`src/rtl/obgf_pkg.sv`:
```
`timescale 1ns / 1ps
// Shared types and constants for the open-boundary Green function fill block.
package obgf_pkg;

    // Width of a scaled coordinate: a 7-bit index times a 32-bit cell size.
    localparam int XW = 39;
    // Width of x^2 + y^2 in Q.48.
    localparam int XY2W = 79;
    // Quotient width of the 1/(4*pi*r) divide.
    localparam int QW = 45;
    // Width of a Green value.
    localparam int GW = 48;

    localparam logic [QW-1:0] INV4PI_Q48 = 45'd22399066950062;
    localparam logic [GW-1:0] SELF_Q48 = 48'd191452175170000;
    localparam logic [GW-1:0] GREEN_MAX = 48'hFFFF_FFFF_FFFF;

    localparam logic [6:0] MAX_HALF_POINTS = 7'd64;

    // Configuration register indexes.
    localparam logic [2:0] REG_POINTS_X = 3'd0;
    localparam logic [2:0] REG_POINTS_Y = 3'd1;
    localparam logic [2:0] REG_POINTS_Z = 3'd2;
    localparam logic [2:0] REG_CELL_X = 3'd3;
    localparam logic [2:0] REG_CELL_Y = 3'd4;
    localparam logic [2:0] REG_CELL_Z = 3'd5;
    localparam logic [2:0] REG_Z_PERIOD = 3'd6;
    localparam logic [2:0] REG_PERIODIC_Z = 3'd7;

    // Output slots that use the mirrored address along each axis.
    localparam logic [7:0] SLOT_MIRROR_X = 8'b0001_1110;
    localparam logic [7:0] SLOT_MIRROR_Y = 8'b0110_1100;
    localparam logic [7:0] SLOT_MIRROR_Z = 8'b1101_1000;

    // Tag that travels with each term through the root and divide pipeline.
    typedef struct packed {
        logic [6:0] ix;
        logic [6:0] iy;
        logic [6:0] iz;
        logic       first;
        logic       last;
    } term_tag_t;

endpackage

```
`src/rtl/obgf_self_unit.sv`:
```
`timescale 1ns / 1ps
// Sequential unit that computes the self term from the cell sizes.
module obgf_self_unit (
    input  logic                       aclk,
    input  logic                       aresetn,
    input  logic                       start,
    input  logic [31:0]                cell_x,
    input  logic [31:0]                cell_y,
    input  logic [31:0]                cell_z,
    output logic                       busy,
    output logic [obgf_pkg::GW-1:0]    self_value
);

    typedef enum logic [3:0] {
        SU_IDLE = 4'b0001,
        SU_MUL  = 4'b0010,
        SU_ROOT = 4'b0100,
        SU_DIV  = 4'b1000
    } su_state_t;

    su_state_t state_reg, state_next;
    logic [5:0]  cnt_reg, cnt_next;
    logic [63:0] prod_reg, prod_next;
    logic [65:0] acc_reg, acc_next;
    logic [32:0] root_reg, root_next;
    logic [34:0] rem_reg, rem_next;
    logic [47:0] quo_reg, quo_next;
    logic [obgf_pkg::GW-1:0] value_reg, value_next;

    logic [31:0] sel;
    logic [36:0] rcur;
    logic [36:0] rtrial;
    logic        rge;
    logic [34:0] dcur;
    logic        dge;

    always_comb begin
        unique case (cnt_reg[1:0])
            2'd0: sel = cell_x;
            2'd1: sel = cell_y;
            2'd2: sel = cell_z;
            default: sel = cell_z;
        endcase
        rcur = {rem_reg, acc_reg[65:64]};
        rtrial = {2'b00, root_reg, 2'b01};
        rge = rcur >= rtrial;
        dcur = {rem_reg[33:0], obgf_pkg::SELF_Q48[cnt_reg]};
        dge = dcur >= {2'b00, root_reg};
    end

    always_comb begin
        state_next = state_reg;
        cnt_next = cnt_reg;
        prod_next = prod_reg;
        acc_next = acc_reg;
        root_next = root_reg;
        rem_next = rem_reg;
        quo_next = quo_reg;
        value_next = value_reg;
        unique case (state_reg)
            SU_IDLE: begin
            end
            SU_MUL: begin
                prod_next = sel * sel;
                if (cnt_reg == 6'd0) begin
                    acc_next = '0;
                end else begin
                    acc_next = acc_reg + {2'b00, prod_reg};
                end
                if (cnt_reg == 6'd3) begin
                    state_next = SU_ROOT;
                    cnt_next = 6'd32;
                    rem_next = '0;
                    root_next = '0;
                end else begin
                    cnt_next = cnt_reg + 6'd1;
                end
            end
            SU_ROOT: begin
                rem_next = rge ? 35'(rcur - rtrial) : 35'(rcur);
                root_next = {root_reg[31:0], rge};
                acc_next = {acc_reg[63:0], 2'b00};
                if (cnt_reg == 6'd0) begin
                    state_next = SU_DIV;
                    cnt_next = 6'd47;
                    rem_next = '0;
                    quo_next = '0;
                end else begin
                    cnt_next = cnt_reg - 6'd1;
                end
            end
            SU_DIV: begin
                rem_next = dge ? (dcur - {2'b00, root_reg}) : dcur;
                quo_next = {quo_reg[46:0], dge};
                if (cnt_reg == 6'd0) begin
                    // A zero cell diagonal saturates the self term.
                    value_next = (root_reg == 33'd0) ? obgf_pkg::GREEN_MAX
                                                     : {quo_reg[46:0], dge};
                    state_next = SU_IDLE;
                end else begin
                    cnt_next = cnt_reg - 6'd1;
                end
            end
            default: begin
                state_next = SU_IDLE;
            end
        endcase
        if (start) begin
            state_next = SU_MUL;
            cnt_next = 6'd0;
        end
    end

    always_ff @(posedge aclk) begin
        if (!aresetn) begin
            state_reg <= SU_MUL;
            cnt_reg <= 6'd0;
        end else begin
            state_reg <= state_next;
            cnt_reg <= cnt_next;
        end
    end

    always_ff @(posedge aclk) begin
        prod_reg <= prod_next;
        acc_reg <= acc_next;
        root_reg <= root_next;
        rem_reg <= rem_next;
        quo_reg <= quo_next;
        value_reg <= value_next;
    end

    assign busy = (state_reg != SU_IDLE);
    assign self_value = value_reg;

endmodule

```
`config.mk`:
```
export PLATFORM = sky130hd
export DESIGN_NAME = obgf_self_unit
export DESIGN_NICKNAME = d
export VERILOG_FILES = /design/src/rtl/obgf_pkg.sv /design/src/rtl/obgf_self_unit.sv
export SDC_FILE = /design/constraint.sdc
export NUM_CORES = 2
export LEC_CHECK = 0
export BUFFER_PORTS_ARGS = -buffer_cell sky130_fd_sc_hd__buf_4
export CAP_MARGIN = 30
export CORE_MARGIN = 2
export CORE_UTILIZATION = 50
export DETAILED_ROUTE_END_ITERATION = 8
export PLACE_DENSITY = 0.78
export SETUP_SLACK_MARGIN = 0.5
export SYNTH_ARGS = -nofsm -noshare
export SYNTH_HDL_FRONTEND = slang
export SYNTH_SLANG_ARGS = --single-unit
export TNS_END_PERCENT = 10
```
`constraint.sdc`:
```
create_clock -name aclk -period 12.4 [get_ports aclk]
set_input_delay 0 -clock aclk [delete_from_list [all_inputs] [get_ports aclk]]
set_output_delay 0 -clock aclk [all_outputs]
set_load 0.02 [all_outputs]
```
Yosys cells after proc, flatten, opt, wreduce, memory -nomap -nowiden --
Memories as Yosys holds them, arrays and structs flattened. A register that Yosys moved wholly into a read port is not among the register bits. Cells that the tools add are included. Widths: inputs -> output; s select.
Storage, ports and cells: flip-flop bits (word level) 303, latch bits 0, bits in writable memories 0, bits in read-only memories 64, output and inout port bits 49, logic and storage cells 67, memories kept 1
Memory list:
- (name not given) | words 64, width 1, read ports 1, clocked after Yosys merged registers in 1, wr ports 0, line obgf_self_unit.sv:47 | dcur = {rem_reg[33:0], obgf_pkg::SELF_Q48[cnt_reg]};
Operators by class: $add $sub $neg 5, multipliers 1, divide/modulo/power cells 0, magnitude comparators 3, equal/unequal tests 11, shift-type cells 0, mux-type cells 23, bitwise operators 2, reduce and logical (&&, ||, !) cells 13
Operators by type and width (count):
- $mux 35 | 4
- $pmux 66 s2 | 1
- $pmux 35 s3 | 1
- $pmux 47 s2 | 1
- $add 66x64->66 | 1
- $mux 66 | 1
- $pmux 33 s2 | 1
- $mul 32x32->64 | 1
- $pmux 32 s2 | 1
- $mux 47 | 1
- $ge 37x35->1 | 1
- $ge 35x33->1 | 1
- $sub 35x33->35 | 1
- $sub 35x35->35 | 1
- $logic_not 33->1 | 1
- $mux 33 | 1
- $mux 6 | 5
- $pmux 6 s3 | 1
- $pmux 4 s4 | 1
- $mux 4 | 3
- $reduce_and 2->1 | 5
- $ne 2x2->1 const B | 4
- $lt 6x7->1 const B | 1
- $add 6x1->6 const B | 1
- 16 further kinds | 18

Longest topological paths before layout --
depth after elaboration 5, mapped depth 38, gate-level depth less buffers 33

Worst setup path before layout --
OpenSTA, ideal clock, no wires.
path kind reg-to-reg, from reg cnt_reg[0], to reg prod_reg[46] (data pin), setup time 265 ps, arrival time 8609 ps, required time 12135 ps, path slack 3525 ps, cell stages (with the launch flop) 34, period minus slack after synthesis 8875 ps, cells stage by stage dfxtp_1 inv_1 ha_1 clkbuf_1 nor2_1 clkbuf_1 buf_1 a21o_1 clkbuf_1 clkbuf_1 nand2_1 fa_1 inv_1 fa_1 inv_1 fa_1 fa_1 inv_1 fa_1 inv_1 fa_1 inv_1 fa_1 fa_1 ha_1 and4_1 a221oi_1 o21ai_0 a31oi_1 o21ai_1 o31a_1 o21ai_1 o21ai_0 xor2_1
On the way: cells in the longest elaborated chain, start to end 3
RTL lines:
- start: declaration | line obgf_self_unit.sv:22 | logic [5:0] cnt_reg, cnt_next;
- start signal: assignment | line obgf_self_unit.sv:120 | cnt_reg <= cnt_next;
- $eq 2x1->1 / $logic_not 2->1 (equally long branches) | line obgf_self_unit.sv:38 | unique case (cnt_reg[1:0])
- $pmux 32 s2 * | line obgf_self_unit.sv:38
- $mul 32x32->64 * | line obgf_self_unit.sv:64 | prod_next = sel * sel;
- end signal: assignment | line obgf_self_unit.sv:125 | prod_reg <= prod_next;
- end: declaration | line obgf_self_unit.sv:23 | logic [63:0] prod_reg, prod_next;
Mark *: on every way between the ends. The rest lies on a longest branch, timed or not. A chain may end at the register's enable or synchronous reset.

Worst setup path in the final report --
from reg cnt_reg[0], to reg prod_reg[61] (data pin)
The elaborated chain is that of the path after synthesis.

==> flow_summary_export.csv <==
group,metric,value,unit
status,outcome,"finished clean",
drt,via_count,37800,
critical_path,critPathKind,"reg -> reg",
timing,hold_viol,0,
final_layout,largest_register_ff_count,66,
placed_design,portBuffers,147,
timing,setup-tns-final,0,ps
cts,clkLatencyLatePin,570,ps
timing,slew_violations,0,
drt,dr_wl_met2,61.9,mm
cts,cts_setup_buffers,0,
placed_design,gp_congestion,0.973,
synth,synth_area_per_cell,9.43,µm²
flow_run,max_cap_viol_count,0,
placed_design,preCtsSetupSlack,1920,ps
drt,wire_per_inst,20.8,µm
min_path,hold_class,"in -> reg",
cts,ctsResizeCount,0,
critical_path,crit_fanout,18,
synth,synth_area_leaders,"fa_1 (32%), edfxtp_1 (18%), ha_1 (11%), inv_1 (8.0%), nand2_1 (3.7%)",
timing,rsz0062_at_grt,"no",
cts,cts_root_buffer,"clkbuf_16",
placed_design,dpl.hpwl,106,mm
global_route,antenna_found_initial,1,
min_path,whs_endpoint,"prod_reg[2]$_DFFE_PP_",
critical_path,cp_common_cell,"fa_1",
critical_path,rr_worst_depth,28,
final_layout,multi_input_area,35200,µm²
timing,min_period_over_period,85.4,%
timing,setup_viol,0,
die,die-height,317,µm
die,fp-row-count,114,
die,coreArea,96900,µm²
die,io_pins,148,
global_route,grt_use_total,27.0,%
timing,fin_crit,10590,ps
drt,drc_errors,0,
cts,cts_made_buffers,29,
critical_path,max_stage_delay,1050,ps
critical_path,r2r_slack,1810,ps
final_layout,final_common_cell,"inv_1",
drt,top_layer,"met5",
synth,ys_ff_latch,303,
cts,cts_tree,"yes",
synth,yosys_warnings,0,
critical_path,cp_data_required_time,12720,ps
critical_path,cp.arrival,10910,ps
final_layout,nNetsFinal,6547,
synth,yosysUniqueCellTypes,95,
cts,cts_max_path_buffers,3,
drt,drtIter0Drc,3338,
drt,antenna_left,0,
synth,synthArstFlopShare,0,%
global_route,grt_pass1_vias,38900,
die,initial_utilization,50.5,%
synth,netlist.area_leader.share,32.5,%
final_layout,drive_gt1_share,7.34,%
critical_path,r2r-end,"prod_reg[61]$_DFFE_PP_",
synth,syn_nets,6514,
synth,synth_largest_area_cell,"fa_1",
synth,ys.flop_type,"edfxtp_1",
critical_path,slowest_stage,"clkinv_1",
global_route,grt_max_degree,76,
die,dieArea,100000,µm²
synth,syn-cell-area,48900,µm²
min_path,whs_path_depth,4,
cts,cts_max_level,1,
cts,clk_transition_reported_paths,70,ps
critical_path,endpoint_kind,"register",
final_layout,mostFrequentLayoutCells,"inv_1 (1,044), fa_1 (794), nand2_1 (485)",
timing,fin_ws,1810,ps
drt,drt-pass1-iter-count,6,
final_layout,fillers,8517,
global_route,grt_first_pass_wirelength,212,mm
cts,cts.sinks,303,
global_route,gr-total-overflow,0,
die,fp.dieW,317,µm
timing,slew_headroom,23.6,%
final_layout,seq_area,8990,µm²
critical_path,critPathTopFamily,"adder cells",
min_path,worstHoldStart,"cell_z[1]",
timing,finClkSkew,17.9,ps
final_layout,antenna_cells,0,
critical_path,cp_num_buf_inv,4,
drt,drt-total-wl,136,mm
final_layout,area_growth,7.35,%
critical_path,r2r-start,"cnt_reg[0]$_SDFFE_PP0P_",
drt,via_per_inst,5.79,
drt,route.met3.wl,13.2,mm
critical_path,start_kind,"register",
timing,worstMarginPinSlew,1140,ps
synth,ys_seq_area_share,18.4,%
timing,fmax,0.0944,GHz
cts,cts_hold_buf,0,
synth,synthCells,5191,
synth,synth_edf_count,292,
drt,met1_length,54.8,mm
-- worst min-delay path: stages --
cell     delay (ps)
buf_4           120
a21oi_2         120
buf_4           220
nor2_1          100
-- worst max-delay path by stage --
stage / startpoint / end / slack [ps] / cells past startpoint
6_report: cnt_reg[0]$_SDFFE_PP0P_ / prod_reg[61]$_DFFE_PP_ / 1810 / 28
3_3_place_gp: cnt_reg[0]$_SDFFE_PP0P_ / prod_reg[61]$_DFFE_PP_ / 2180 / 29
4_1_cts: cnt_reg[0]$_SDFFE_PP0P_ / prod_reg[61]$_DFFE_PP_ / 1910 / 28
5_1_grt: cnt_reg[0]$_SDFFE_PP0P_ / prod_reg[61]$_DFFE_PP_ / 1400 / 30
3_5_place_dp: cnt_reg[0]$_SDFFE_PP0P_ / prod_reg[61]$_DFFE_PP_ / 1920 / 28
2_1_floorplan: cnt_reg[0]$_SDFFE_PP0P_ / prod_reg[46]$_DFFE_PP_ / 3530 / 33
-- cell usage after synthesis, drive strengths merged, types with 24 or more instances --
| library cell | count |
|---|---|
| fa | 794 |
| or2 | 54 |
| nand3 | 41 |
| a21oi | 237 |
| nor2 | 401 |
| buf | 33 |
| clkbuf | 177 |
| xnor2 | 127 |
| a211oi | 27 |
| o21ai | 171 |
| ha | 430 |
| inv | 1046 |
| nand4 | 46 |
| o21bai | 38 |
| mux2i | 49 |
| nor4 | 24 |
| o22ai | 26 |
| a21o | 152 |
| nor3 | 32 |
| nand2 | 487 |
| a22o | 39 |
| xor2 | 91 |
| edfxtp | 292 |
| a31oi | 30 |
| and3 | 66 |
-- kinds of logic (layout without fill, tap and decap cells) --
family	Yosys count	count (layout)	synth area share, %
simple gates	1237	1237	11.2
compound gates	888	888	12.1
flops	303	303	18.4
xor+xnor	218	218	3.90
mux	56	56	1.16
buf+inv	1265	1321	9.76
fa+ha+maj	1224	1224	43.5
-- final cells by class --
class	count	area share (%)
Inverter	1055	7.54
Tap cell	1276	3.04
Timing Repair Buffer	212	3.18
Sequential cell	303	17.1
Clock buffer	31	1.40
Multi-Input combinational cell	3623	67.1
Clock inverter	23	0.622
-- stage by stage --
step | instances | cell area (µm²) | hold WS [ps] | util [%]
2_1_floorplan | 5191 | 48900 | 230 | -
3_3_place_gp | 6462 | 51300 | 428 | 53.0
3_5_place_dp | 6469 | 51500 | 428 | 53.1
4_1_cts | 6523 | 52500 | 96.0 | 54.2
5_1_grt | 6523 | 52500 | 161 | 54.2
6_report | 6523 | 52500 | 129 | 54.2
-- layer usage --
layer	vias up	GRT usage [%]
li1	16800	-
met1	18700	36.9
met2	1891	43.6
met3	352	4.36
met4	2	9.96
met5	-	0
Power is left out: the tool's default activity adds up to more than one toggle a clock period on the data nets, which glitch-free logic cannot reach.
